File: config.mk
export PLATFORM = sky130hd
export DESIGN_NAME = qte_isqrt
export DESIGN_NICKNAME = d
export VERILOG_FILES = /design/src/rtl/core/qte_isqrt.sv
export SDC_FILE = /design/constraint.sdc
export NUM_CORES = 2
export LEC_CHECK = 0
export BUFFER_PORTS_ARGS = -buffer_cell sky130_fd_sc_hd__buf_4
export CORE_MARGIN = 1.5
export CORE_UTILIZATION = 46
export DETAILED_ROUTE_END_ITERATION = 7
export SETUP_SLACK_MARGIN = 0.1
export SYNTH_ARGS = -nofsm -noshare
export SYNTH_HDL_FRONTEND = slang
export SYNTH_SLANG_ARGS = --single-unit
File: constraint.sdc
create_clock -name clock -period 3.54 [get_ports clock]
set_input_delay 0.177 -clock clock [delete_from_list [all_inputs] [get_ports clock]]
set_output_delay 0.177 -clock clock [all_outputs]
set_load 0.005 [all_outputs]
File: src/rtl/core/qte_isqrt.sv
`timescale 1ns / 1ps
// Pipelined integer square root, one result bit per stage.
module qte_isqrt #(
   parameter int IN_W = 62
) (
   input  logic clock,
   input  logic [IN_W-1:0] radicand,
   output logic [IN_W/2-1:0] root
);
   localparam int N = IN_W / 2;
   logic [IN_W-1:0] rem [0:N];
   logic [N-1:0] res [0:N];
   assign rem[0] = radicand;
   assign res[0] = '0;
   for (genvar g = 0; g < N; g++) begin : g_bit
      localparam int B = N - 1 - g;
      logic [IN_W-1:0] rem_ff;
      logic [N-1:0] res_ff;
      logic [IN_W+1:0] trial;
      assign trial = ({2'b0, res[g]} << (B + 1)) + ((IN_W+2)'(1) << (2 * B));
      always_ff @(posedge clock) begin
         if ({2'b0, rem[g]} >= trial) begin
            rem_ff <= rem[g] - IN_W'(trial);
            res_ff <= res[g] | (N'(1) << B);
         end else begin
            rem_ff <= rem[g];
            res_ff <= res[g];
         end
      end
      assign rem[g+1] = rem_ff;
      assign res[g+1] = res_ff;
   end
   assign root = res[N];
endmodule

==> metrics.txt <==
status=finished clean; dpl cells=approximately 12,000; CP Data Required Time=4280 ps; worst skew pair latency=roughly 910 ps; Core Footprint=about 190,000 um^2; gr ovfl total=0; Antenna Nets Post-Route=0; TritonCTS clock tree=yes; Final Cell Area=106,500 um^2; DRT Wirelength=248,600 um; Leak Pwr=roughly 48 nW; worst vdd rail ir drop=about 0.0006 V; DR iter-0 viols=approximately 5,000; Multi-input gate area=approximately 40,000 um^2; hold path cells=4; GR Util met2=0.3709; most common cell after layout, fill and taps aside=dfxtp_1; post-layout util=0.5515; wire per inst=between 20 and 25 um; hpwl dp=a little under 200,000 um; # port buffers=93; RSZ-0062 raised after global routing=yes; layout net count=just over 10,000; Die ar.=197,800 um^2; largest net degree at the start of global routing=57; Power per Cell Area=between 800 and 900 nW/um^2; R2R Path End=g_bit[23].rem_ff[33]$_DFF_P_; Mean Syn Cell Area=between 9 and 10 um^2; first-pass detailed-route iteration total=6; Worst Hold Path EP=g_bit[0].rem_ff[60]$_DFF_P_; R2R setup slack=130 ps; Tcrit/Tclk final=0.9626; Starting Density=0.4647; Min Hold Slack=slightly above 200 ps; I/O pin count=94; CTS H-Tree Depth=4; Worst R2R Start=g_bit[22].rem_ff[54]$_DFF_P_; Die Span X=around 440 um; non-filler instance count after layout=12,400; initial antenna violation count=14; Final TNS setup=0 ps; Clock Tree Buf Depth=3; total of max-cap violations=0; Fmax=between 200 and 300 MHz; area of placed instances=approximately 96,000 um^2; GR met1 Demand/Resource=0.3582; Hold WC Path Type=in -> reg; Mapped Area=89,770 um^2; register area=47,170 um^2; met3 Use GR=0.03854; share of cells above drive strength 1=0.1179; library cells used by synthesis=85; CTS root buffer=clkbuf_16; Fill cells=around 17,000; Final Critical Period=3408 ps; hold_sp=radicand[60]; total track usage=0.2450; Rel. slew slack=0.2816; critical path launch point type=flop; Synth Register Bits=about 2,400; Net Count, Synth=9,642; CTS Sinks=2,356; Vias/cell=between 5 and 6; first-pass GRT wire length=about 380,000 um; number of buffers created by CTS=about 230; via count of the first global-routing pass=~64,000; Die Y=~440 um; Syn-to-layout area delta=18.67%; Post-synth EDFFs=0; GRT Max-Usage Layer=met2; final setup violating endpoints=0; final slew viol count=0; # rows=~160; Worst Setup End Kind=flop; most frequent cells in the layout=dfxtp_1, nor2_1, inv_1; Post-synth top flop=dfxtp_1; CP Class=reg -> reg; reg2reg path depth=9; Hold Vio Cnt, Final=0; CP arrival=slightly above 4000 ps; Synth Instances=around 9,000; RePlAce Congestion=0.9269; CP max FO=45; Synth warnings=0; Slew @ Worst Pin=1071 ps; # DRC=0; asr flop ratio synth=0; Worst-path clk slew=approximately 60 ps; Final Skew=roughly 88 ps; vias post-DR=66,710; Seq/Total Area, Yosys=0.5254
## flip-flops by register name, summed over array words and instances, names as in the netlist
signal and cells:
g_bit.rem_ff 1860, g_bit.res_ff 465, root 31
## worst max-delay path by stage
stage	startpoint	end	slack, ps	cells past startpoint
6_report	g_bit[22].rem_ff[54]$_DFF_P_	g_bit[23].rem_ff[33]$_DFF_P_	130	9
5_1_grt	g_bit[25].res_ff[5]$_SDFF_PP1_	g_bit[26].rem_ff[43]$_DFF_P_	30	15
4_1_cts	g_bit[28].res_ff[22]$_DFF_P_	g_bit[29].rem_ff[51]$_DFF_P_	60	11
3_5_place_dp	g_bit[24].res_ff[25]$_DFF_P_	g_bit[25].rem_ff[60]$_DFF_P_	-810	11
3_3_place_gp	g_bit[24].res_ff[25]$_DFF_P_	g_bit[25].rem_ff[40]$_DFF_P_	-860	12
2_1_floorplan	g_bit[26].res_ff[9]$_DFF_P_	g_bit[27].rem_ff[20]$_DFF_P_	110	14
## cell type report
class / instances / area share
Antenna cell: 7 / 0.0001644
Clock buffer: 308 / 0.06179
Clock inverter: 133 / 0.01856
Inverter: 647 / 0.02280
Multi-Input combinational cell: 5857 / 0.3795
Sequential cell: 2356 / 0.4428
Tap cell: 2526 / 0.02967
Timing Repair Buffer: 568 / 0.04475
## cell families after synthesis
family                     synth area share
xor gates and xnor gates            0.08107
and+or+nand+nor                      0.1550
adders and majority gates           0.07317
DFF                                  0.5254
muxes                               0.01144
buffers and inverters               0.03536
AOI/OAI and AO/OA                    0.1186
## cells in the mapped netlist (12+ instances only)
cell type | count | area [um^2]
and2_1 | 25 | 156.4
nor2_1 | 660 | 2477
o21ai_0 | 373 | 1867
nor3_1 | 236 | 1181
a31o_2 | 14 | 122.6
nand3b_1 | 21 | 157.7
nor4b_1 | 56 | 490.5
and4_1 | 12 | 105.1
or3_1 | 104 | 650.6
dfxtp_1 | 2356 | 47170
a21boi_0 | 29 | 217.7
buf_1 | 12 | 45.04
and4b_1 | 12 | 120.1
o31ai_1 | 47 | 352.8
nor4_1 | 336 | 2102
nand4_1 | 156 | 975.9
ha_1 | 525 | 6569
xnor2_1 | 416 | 3643
or4_1 | 75 | 563.0
a211oi_1 | 51 | 382.9
a211o_1 | 18 | 157.7
o21bai_1 | 38 | 285.3
nor2b_1 | 61 | 381.6
a21oi_1 | 600 | 3003
nand3_1 | 146 | 730.7
o21a_1 | 91 | 683.2
inv_1 | 646 | 2425
a2111oi_0 | 21 | 183.9
or2_2 | 39 | 244.0
clkbuf_1 | 177 | 664.4
o41ai_1 | 18 | 157.7
o2111ai_1 | 13 | 113.9
o211ai_1 | 47 | 352.8
nand4b_1 | 27 | 236.5
a31oi_1 | 48 | 300.3
nand2_1 | 530 | 1989
mux2_2 | 85 | 957.2
xor2_1 | 415 | 3635
a21o_1 | 199 | 1494
and3_1 | 39 | 244.0
nor3b_1 | 23 | 172.7
nand2b_1 | 106 | 663.1
## worst max-delay path, cell delays in order, from the launching register on
cell	delay (ps)
dfxtp_1	350
or3_1	480
or4_1	440
or2_2	320
nor4_1	360
o2111ai_2	220
a31oi_4	270
buf_12	250
inv_1	170
a21oi_1	370
## layer usage
metal | up-vias | share of wire
li1 | 32880 | -
met2 | 1793 | 0.42
met1 | 31680 | 0.49
met3 | 357 | 0.062
met4 | 0 | 0.027
met5 | - | 0
## stage by stage
step | power (W) | setup slack [ps]
finish | 0.08825 | 132.5
global route | 0.09264 | 29.14
CTS | 0.08787 | 58.97
detailed placement | 0.06101 | -812.7
global placement | 0.06088 | -858.9
floorplan | 0.05174 | 113.2
## what timing repair did
action,CTS,global route
endpoints found under the hold margin,63,0
buffers inserted,2,18
cloned,0,1
resized for setup,24,163
pin swaps,5,34
endpoints found under the setup margin,107,259
hold buffers,124,0
## report_power, final
group,switching [W],internal (W)
Sequential,0.00613,0.0326
Clock,0.0110,0.0156
Combinational,0.0128,0.0102
(Power assumes the default switching activity.)
